$ cat src/rtl/core/fr_pkg.sv
// Shared types, widths and state encoding for the fraction reducer.
package fr_pkg;

    localparam int FR_W   = 32;
    localparam int FR_KW  = $clog2(FR_W);

    typedef logic [FR_W-1:0]  t_fr_word;
    typedef logic [FR_KW-1:0] t_fr_shift;

    // Input transaction: two ratios to be multiplied together.
    typedef struct packed {
        t_fr_word bus_rate_num;
        t_fr_word bus_rate_den;
        t_fr_word decrementer_ratio_num;
        t_fr_word decrementer_ratio_den;
    } t_fr_in;

    // Result transaction: the product ratio in lowest terms, or unreduced when the denominator is zero.
    typedef struct packed {
        t_fr_word reduced_num;
        t_fr_word reduced_den;
    } t_fr_out;

    typedef enum logic [3:0] {
        ST_IDLE,
        ST_MUL_NUM,
        ST_MUL_DEN,
        ST_GCD_INIT,
        ST_GCD,
        ST_DIV_NUM,
        ST_DIV_SWAP,
        ST_DIV_DEN,
        ST_DIV_END,
        ST_DONE
    } t_fr_state;

    // Commands from the controller to the datapath.
    typedef struct packed {
        logic load_in;
        logic mul_num;
        logic mul_den;
        logic gcd_init;
        logic gcd_step;
        logic div_load_num;
        logic div_load_den;
        logic div_step;
        logic div_store_num;
        logic div_store_den;
        logic load_out;
    } t_fr_cmd;

    // Status from the datapath to the controller.
    typedef struct packed {
        logic den_zero;
        logic gcd_done;
        logic div_last;
    } t_fr_sts;

endpackage

$ cat src/rtl/core/fr_stream_if.sv
// Valid/ready stream interface carrying one payload per transaction.
interface fr_stream_if #(
    parameter type t_payload = logic
);
    logic     valid;
    logic     ready;
    t_payload payload;

    modport source (output valid, output payload, input ready);
    modport sink   (input valid, input payload, output ready);
endinterface

$ cat src/rtl/core/fraction_reducer.sv
// Top level of the fraction reducer: product of two ratios in lowest terms.
//
// Usage:
//   i_in  (sink) takes one transaction holding two ratios, num/den each 32 bits.
//   o_res (source) returns num = low word of the numerator product and
//   den = low word of the denominator product, both divided by their gcd.
//   A zero denominator returns both products unchanged; a zero numerator
//   with a nonzero denominator returns 0/1.
// Sequence: form both products and seed the gcd, then run the binary gcd
//   loop until u reaches zero and latch the divisor, then run two 32-step
//   restoring divisions on one shared divider and load the result register.
//   A zero denominator skips gcd and division.
// Throughput: one transaction at a time; i_in.ready is high only while idle,
//   from the cycle after the result register loads. A new transaction is
//   accepted while the previous result still waits in the output register.
// Reset: synchronous, active low; clears the controller and result valid.
// Stall: a result held by o_res.ready low stays stable; a finished item
//   waits in its final state until the output register frees up.
module fraction_reducer
    import fr_pkg::*;
(
    input  logic        i_clk,
    input  logic        i_rst_n,
    fr_stream_if.sink   i_in,
    fr_stream_if.source o_res
);

    t_fr_cmd w_cmd;
    t_fr_sts w_sts;

    fr_controller u_ctrl (
        .i_clk       (i_clk),
        .i_rst_n     (i_rst_n),
        .i_in_valid  (i_in.valid),
        .i_out_ready (o_res.ready),
        .i_sts       (w_sts),
        .o_in_ready  (i_in.ready),
        .o_out_valid (o_res.valid),
        .o_cmd       (w_cmd)
    );

    fr_datapath u_dp (
        .i_clk     (i_clk),
        .i_payload (i_in.payload),
        .i_cmd     (w_cmd),
        .o_sts     (w_sts),
        .o_payload (o_res.payload)
    );

endmodule

$ cat src/rtl/core/fr_datapath.sv
// Datapath: shared multiplier, binary gcd unit, shared restoring divider, output register.
module fr_datapath
    import fr_pkg::*;
(
    input  logic    i_clk,
    input  t_fr_in  i_payload,
    input  t_fr_cmd i_cmd,
    output t_fr_sts o_sts,
    output t_fr_out o_payload
);

    t_fr_word  r_a, r_b, r_c, r_d;
    t_fr_word  r_res_num, r_res_den;
    t_fr_word  r_u, r_v, r_g;
    t_fr_shift r_k;
    t_fr_word  r_x, r_rem;
    t_fr_shift r_cnt;
    t_fr_out   r_out;

    t_fr_word  w_mul_x, w_mul_y, w_prod;
    t_fr_word  n_u, n_v;
    t_fr_shift n_k;
    logic [FR_W:0] w_rem_sh, w_diff;
    logic      w_qbit;
    t_fr_word  n_rem, n_x;

    // Share one multiplier between the two products; keep the low word
    always_comb begin
        w_mul_x = i_cmd.mul_den ? r_b : r_a;
        w_mul_y = i_cmd.mul_den ? r_d : r_c;
        w_prod  = w_mul_x * w_mul_y;
    end

    // One binary gcd step: strip common twos, strip lone twos, else subtract
    always_comb begin
        n_u = r_u;
        n_v = r_v;
        n_k = r_k;
        if (!r_u[0] && !r_v[0]) begin
            n_u = r_u >> 1;
            n_v = r_v >> 1;
            n_k = r_k + 1'b1;
        end else if (!r_u[0]) begin
            n_u = r_u >> 1;
        end else if (!r_v[0]) begin
            n_v = r_v >> 1;
        end else if (r_u >= r_v) begin
            n_u = r_u - r_v;
        end else begin
            n_v = r_v - r_u;
        end
    end

    // One restoring division step; quotient bits shift into the dividend register
    always_comb begin
        w_rem_sh = {r_rem, r_x[FR_W-1]};
        w_diff   = w_rem_sh - {1'b0, r_g};
        w_qbit   = !w_diff[FR_W];
        n_rem    = w_qbit ? w_diff[FR_W-1:0] : w_rem_sh[FR_W-1:0];
        n_x      = {r_x[FR_W-2:0], w_qbit};
    end

    always_ff @(posedge i_clk) begin
        if (i_cmd.load_in) begin
            r_a <= i_payload.bus_rate_num;
            r_b <= i_payload.bus_rate_den;
            r_c <= i_payload.decrementer_ratio_num;
            r_d <= i_payload.decrementer_ratio_den;
        end
        if (i_cmd.mul_num) begin
            r_res_num <= w_prod;
        end
        if (i_cmd.mul_den) begin
            r_res_den <= w_prod;
        end
        if (i_cmd.gcd_init) begin
            r_u <= r_res_num;
            r_v <= r_res_den;
            r_k <= '0;
        end
        // Latch the divisor once u has reached zero, else advance
        if (i_cmd.gcd_step) begin
            if (r_u == '0) begin
                r_g <= r_v << r_k;
            end else begin
                r_u <= n_u;
                r_v <= n_v;
                r_k <= n_k;
            end
        end
        if (i_cmd.div_load_num || i_cmd.div_load_den) begin
            r_x   <= i_cmd.div_load_num ? r_res_num : r_res_den;
            r_rem <= '0;
            r_cnt <= '0;
        end else if (i_cmd.div_step) begin
            r_x   <= n_x;
            r_rem <= n_rem;
            r_cnt <= r_cnt + 1'b1;
        end
        if (i_cmd.div_store_num) begin
            r_res_num <= r_x;
        end
        if (i_cmd.div_store_den) begin
            r_res_den <= r_x;
        end
        if (i_cmd.load_out) begin
            r_out.reduced_num <= r_res_num;
            r_out.reduced_den <= r_res_den;
        end
    end

    assign o_sts.den_zero = (r_res_den == '0);
    assign o_sts.gcd_done = (r_u == '0);
    assign o_sts.div_last = (r_cnt == t_fr_shift'(FR_W - 1));
    assign o_payload      = r_out;

endmodule

$ cat src/rtl/core/fr_controller.sv
// Controller: sequences multiply, gcd and divide steps and owns the handshakes.
module fr_controller
    import fr_pkg::*;
(
    input  logic    i_clk,
    input  logic    i_rst_n,
    input  logic    i_in_valid,
    input  logic    i_out_ready,
    input  t_fr_sts i_sts,
    output logic    o_in_ready,
    output logic    o_out_valid,
    output t_fr_cmd o_cmd
);

    t_fr_state r_state, n_state;
    logic      r_out_valid, n_out_valid;

    // Hold state and result valid
    always_ff @(posedge i_clk) begin
        if (!i_rst_n) begin
            r_state     <= ST_IDLE;
            r_out_valid <= 1'b0;
        end else begin
            r_state     <= n_state;
            r_out_valid <= n_out_valid;
        end
    end

    // Next state and datapath commands
    always_comb begin
        n_state    = r_state;
        o_cmd      = '0;
        o_in_ready = 1'b0;
        case (r_state)
            ST_IDLE: begin
                o_in_ready = 1'b1;
                if (i_in_valid) begin
                    o_cmd.load_in = 1'b1;
                    n_state       = ST_MUL_NUM;
                end
            end
            ST_MUL_NUM: begin
                o_cmd.mul_num = 1'b1;
                n_state       = ST_MUL_DEN;
            end
            ST_MUL_DEN: begin
                o_cmd.mul_den = 1'b1;
                n_state       = ST_GCD_INIT;
            end
            ST_GCD_INIT: begin
                // A zero denominator passes both products through
                o_cmd.gcd_init = 1'b1;
                n_state        = i_sts.den_zero ? ST_DONE : ST_GCD;
            end
            ST_GCD: begin
                o_cmd.gcd_step = 1'b1;
                if (i_sts.gcd_done) begin
                    o_cmd.div_load_num = 1'b1;
                    n_state            = ST_DIV_NUM;
                end
            end
            ST_DIV_NUM: begin
                o_cmd.div_step = 1'b1;
                if (i_sts.div_last) begin
                    n_state = ST_DIV_SWAP;
                end
            end
            ST_DIV_SWAP: begin
                o_cmd.div_store_num = 1'b1;
                o_cmd.div_load_den  = 1'b1;
                n_state             = ST_DIV_DEN;
            end
            ST_DIV_DEN: begin
                o_cmd.div_step = 1'b1;
                if (i_sts.div_last) begin
                    n_state = ST_DIV_END;
                end
            end
            ST_DIV_END: begin
                o_cmd.div_store_den = 1'b1;
                n_state             = ST_DONE;
            end
            ST_DONE: begin
                // Wait until the output register is free
                if (!r_out_valid || i_out_ready) begin
                    o_cmd.load_out = 1'b1;
                    n_state        = ST_IDLE;
                end
            end
            default: begin
                n_state = ST_IDLE;
            end
        endcase
    end

    // Raise valid on load, drop it once the result transaction completes
    always_comb begin
        n_out_valid = r_out_valid;
        if (o_cmd.load_out) begin
            n_out_valid = 1'b1;
        end else if (r_out_valid && i_out_ready) begin
            n_out_valid = 1'b0;
        end
    end

    assign o_out_valid = r_out_valid;

endmodule

$ cat src/flat_wrapper.sv
// flat-port wrapper written by rule: the top's interface ports become plain ports
module fraction_reducer_flat import fr_pkg::*;
  (i_clk, i_rst_n, i_in_valid, i_in_payload, i_in_ready, o_res_valid, o_res_payload, o_res_ready);
  fr_stream_if #(.t_payload(t_fr_in)) i_in_i ();
  fr_stream_if #(.t_payload(t_fr_out)) o_res_i ();
  input  logic i_clk;
  input  logic i_rst_n;
  input wire logic [$bits(i_in_i.valid)-1:0] i_in_valid;
  input wire logic [$bits(i_in_i.payload)-1:0] i_in_payload;
  output wire logic [$bits(i_in_i.ready)-1:0] i_in_ready;
  output wire logic [$bits(o_res_i.valid)-1:0] o_res_valid;
  output wire logic [$bits(o_res_i.payload)-1:0] o_res_payload;
  input wire logic [$bits(o_res_i.ready)-1:0] o_res_ready;
  assign i_in_i.valid = i_in_valid;
  assign i_in_i.payload = i_in_payload;
  assign i_in_ready = i_in_i.ready;
  assign o_res_valid = o_res_i.valid;
  assign o_res_payload = o_res_i.payload;
  assign o_res_i.ready = o_res_ready;
  fraction_reducer u_core (.i_clk(i_clk), .i_rst_n(i_rst_n), .i_in(i_in_i), .o_res(o_res_i));
endmodule
$ cat config.mk
export PLATFORM = sky130hd
export DESIGN_NAME = fraction_reducer_flat
export DESIGN_NICKNAME = d
export VERILOG_FILES = /design/src/rtl/core/fr_pkg.sv /design/src/rtl/core/fr_stream_if.sv /design/src/rtl/core/fraction_reducer.sv /design/src/rtl/core/fr_datapath.sv /design/src/rtl/core/fr_controller.sv /design/src/flat_wrapper.sv
export SDC_FILE = /design/constraint.sdc
export NUM_CORES = 2
export LEC_CHECK = 0
export ABC_AREA = 1
export BUFFER_PORTS_ARGS = -buffer_cell sky130_fd_sc_hd__buf_2
export CAP_MARGIN = 20
export CORE_MARGIN = 1.5
export CORE_UTILIZATION = 64
export DETAILED_ROUTE_END_ITERATION = 6
export GPL_TIMING_DRIVEN = 0
export PLACE_DENSITY = 0.8
export SLEW_MARGIN = 20
export SYNTH_ARGS = -nofsm -noshare
export SYNTH_HDL_FRONTEND = slang
export SYNTH_SLANG_ARGS = --single-unit
$ cat constraint.sdc
create_clock -name i_clk -period 10.5 [get_ports i_clk]
set_input_delay 1.05 -clock i_clk [delete_from_list [all_inputs] [get_ports i_clk]]
set_output_delay 1.05 -clock i_clk [all_outputs]
set_load 0.1 [all_outputs]
==> impl_metrics.toml <==
[status]
status = "completed"

[sta]
fin_tns_setup_ns = 0
hold_viol_final = 0
drv_slew = 0
period_needed_ns = 9.51
fin_worst_skew_ns = 0.0489
timing.final.crit_share_pct = 90.6
tightest_slew_ns = 1.41
setup_viol = 0
timing.hold.ws_ns = 0.449
timing.fmax_mhz = 105
fin_ws_ns = 0.988
rsz0062_at_grt = "false"
relSlewSlack_pct = 5.09

[die]
num_io_pins = 198
die_h_um = 254
core_um2 = 62100
core.rowCount = 91
die_x_um = 254
die-area_um2 = 64700
start_util_pct = 65.1

[synthesis]
synth_compound_area_share_pct = 11.0
async_reset_ff_share_pct = 0
synth_top_area_share_pct = 28.8
syn_inst = 4833
synth_top_family_by_area = "adder cells"
synthTopCellsByArea = "edfxtp_1 29%, fa_1 20%, nand2_1 9.6%"
syn_area_um2 = 40400
synth_simple_gate_area_share_pct = 18.6
synth.area.mux_share_pct = 0.446
synth_area_per_cell_um2 = 8.36
synth_top_area_cell = "edfxtp_1"
synth_xor_area_share_pct = 2.10
synth_most_common_cell = "nand2_1"
yosysSeqAreaShare_pct = 31.0
ys_types = 55
yosysWarnings = 0
yosys.area_share.adder_pct = 27.3
synthTopCellsByCount = "1039 x nand2_1, 810 x inv_1, 541 x nor2_1, 411 x fa_1, 388 x edfxtp_1"
synth_ff_type = "edfxtp_1"
syn_nets = 5600
ys_ff_latch = 431
synth_edf_count = 388

[drt]
routed_via_density = 6.11
drc_errors = 0
routed.top_layer = "met5"
met3_length_um = 17800
routedLengthMet1_um = 49000
routedWlPerCell_um = 24.1
wirelength_um = 144000
dr_wl_met2_um = 62800
vias = 36500
drt_iter0_markers = 4306
dr.pass1.iters = 7
ant_nets = 0

[layout]
largest_reg_flops = 64
drive_gt1_share_pct = 7.90
fin_nets = 5856
areaGrowthSynthToFinish_pct = 9.98

[worst_hold_path]
hold_class = "flop to flop"

[critical_path]
endpoint = "u_core.u_dp.r_res_num[28]$_DFFE_PP_"
cpPeakStageDelay_ns = 0.76
cp_max_fo = 10
arrival_ns = 9.88
rrSetupSlack_ns = 0.99
required_ns = 10.87
r2r_end = "u_core.u_dp.r_res_num[28]$_DFFE_PP_"
timing.rr.start = "u_core.u_ctrl.r_state[3]$_SDFFE_PN0P_"
rr_worst_depth = 28
crit_path_start_kind = "flop"
cp-end-kind = "flop"
cp-startpoint = "u_core.u_ctrl.r_state[3]$_SDFFE_PN0P_"
crit_type = "flop to flop"
slowest_stage = "clkbuf_1"
crit_top_cell = "fa_1"

[clock_network]
cts-resized-gates = 0
htreeDepth = 2
holdBufCountCts = 0
postCtsSetupBuffers = 0
clk_path_buf_depth = 3
cts_buffers = 48
root_buffer = "clkbuf_16"
cts_num_sinks = 431
cts_tree = "built"
clkLatencyLatePin_ns = 0.65
clk_pin_slew_ns = 0.07

[global_routing]
grt_start_max_net_pins = 33
grt_pass1_wl_um = 214000
grt_overflow_total = 0
track_usage_pct = 45.4
grt_antenna_before_repair = 6
grt_pass1_vias = 36000

[run]
cap_violations = 0

[placed_design]
place_hpwl_um = 114000
gp_congestion = 1.09
portBuffers = 197
detailedPlace.worstSlack_ns = 1.20
[stage by stage]
step | cells | util [%] | cell area [um^2]
after floorplan | 4833 | - | 40400
after global placement | 5867 | 68.4 | 42500
after detailed placement | 5876 | 68.8 | 42700
after CTS | 5966 | 71.6 | 44400
after global routing | 5968 | 71.6 | 44500
final | 5970 | 71.6 | 44500
[cell families (layout without fill, tap and decap cells)]
logic type / after synthesis / after routing
xor gates and xnor gates: 97 / 97
and+or+nand+nor: 1861 / 1861
adders and majority gates: 635 / 635
buffers and inverters: 1009 / 1305
muxes: 18 / 18
AOI/OAI and AO/OA: 782 / 782
other: 0 / 4
DFF: 431 / 431
[worst max-delay path, delay by kind of cell, from the launching register on]
kind                       cells  cell delay [ns]
buffers and inverters          7             2.19
and+or+nand+nor                7             1.33
AOI/OAI and AO/OA              5             1.09
DFF                            1             0.35
adders and majority gates      9             4.29
[cell type report]
| cell class | instances | area (um^2) |
|---|---|---|
| Tap cell | 837 | 1050 |
| Timing Repair Buffer | 206 | 1200 |
| Antenna cell | 4 | 10.0 |
| Sequential cell | 431 | 12500 |
| Inverter | 823 | 3090 |
| Clock buffer | 53 | 1230 |
| Fill cell | 4821 | 17600 |
| Buffer | 186 | 798 |
| Clock inverter | 37 | 504 |
| Multi-Input combinational cell | 3393 | 24100 |
[metal layers]
| metal | track usage, % | vias to the layer above |
|---|---|---|
| met4 | 36.8 | 2 |
| li1 | - | 16000 |
| met3 | 12.6 | 675 |
| met5 | 0 | - |
| met1 | 54.0 | 17200 |
| met2 | 69.3 | 2561 |
[cell usage in the layout (no fill, tap or decap), types with 13 or more instances in the layout]
cell type and n:
clkbuf_1 130, xnor2_1 35, a31oi_1 13, o22ai_1 57, mux2i_1 18, dfxtp_1 43
fa_1 411, nor2_1 538, nand2_1 1037, buf_2 237, edfxtp_1 388, inv_1 809
xor2_1 62, nor4_1 21, nand3_1 160, o21a_1 13, a21oi_1 296, ha_1 224
o21ai_1 32, or2_2 20, o221ai_1 16, o211ai_1 35, nand4_1 15, nand2_2 13
nand3b_1 28, nor3_1 16, clkbuf_16 48, o21ai_0 250
[worst min path at each step]
| stage | start | end | cells past startpoint |
|---|---|---|---|
| 2_1_floorplan | u_core.u_dp.r_res_num[0]$_DFFE_PP_ | u_core.u_dp.o_payload[32]$_DFFE_PP_ | 0 |
| 3_3_place_gp | u_core.u_dp.r_res_num[23]$_DFFE_PP_ | u_core.u_dp.o_payload[55]$_DFFE_PP_ | 0 |
| 3_5_place_dp | u_core.u_dp.r_res_num[23]$_DFFE_PP_ | u_core.u_dp.o_payload[55]$_DFFE_PP_ | 0 |
| 4_1_cts | u_core.u_dp.r_res_num[20]$_DFFE_PP_ | u_core.u_dp.o_payload[52]$_DFFE_PP_ | 0 |
| 5_1_grt | u_core.u_dp.r_res_num[20]$_DFFE_PP_ | u_core.u_dp.o_payload[52]$_DFFE_PP_ | 0 |
| 6_report | u_core.u_dp.r_res_num[20]$_DFFE_PP_ | u_core.u_dp.o_payload[52]$_DFFE_PP_ | 0 |
Power is left out: the tool's default activity adds up to more than one toggle a clock period on the data nets, which glitch-free logic cannot reach.
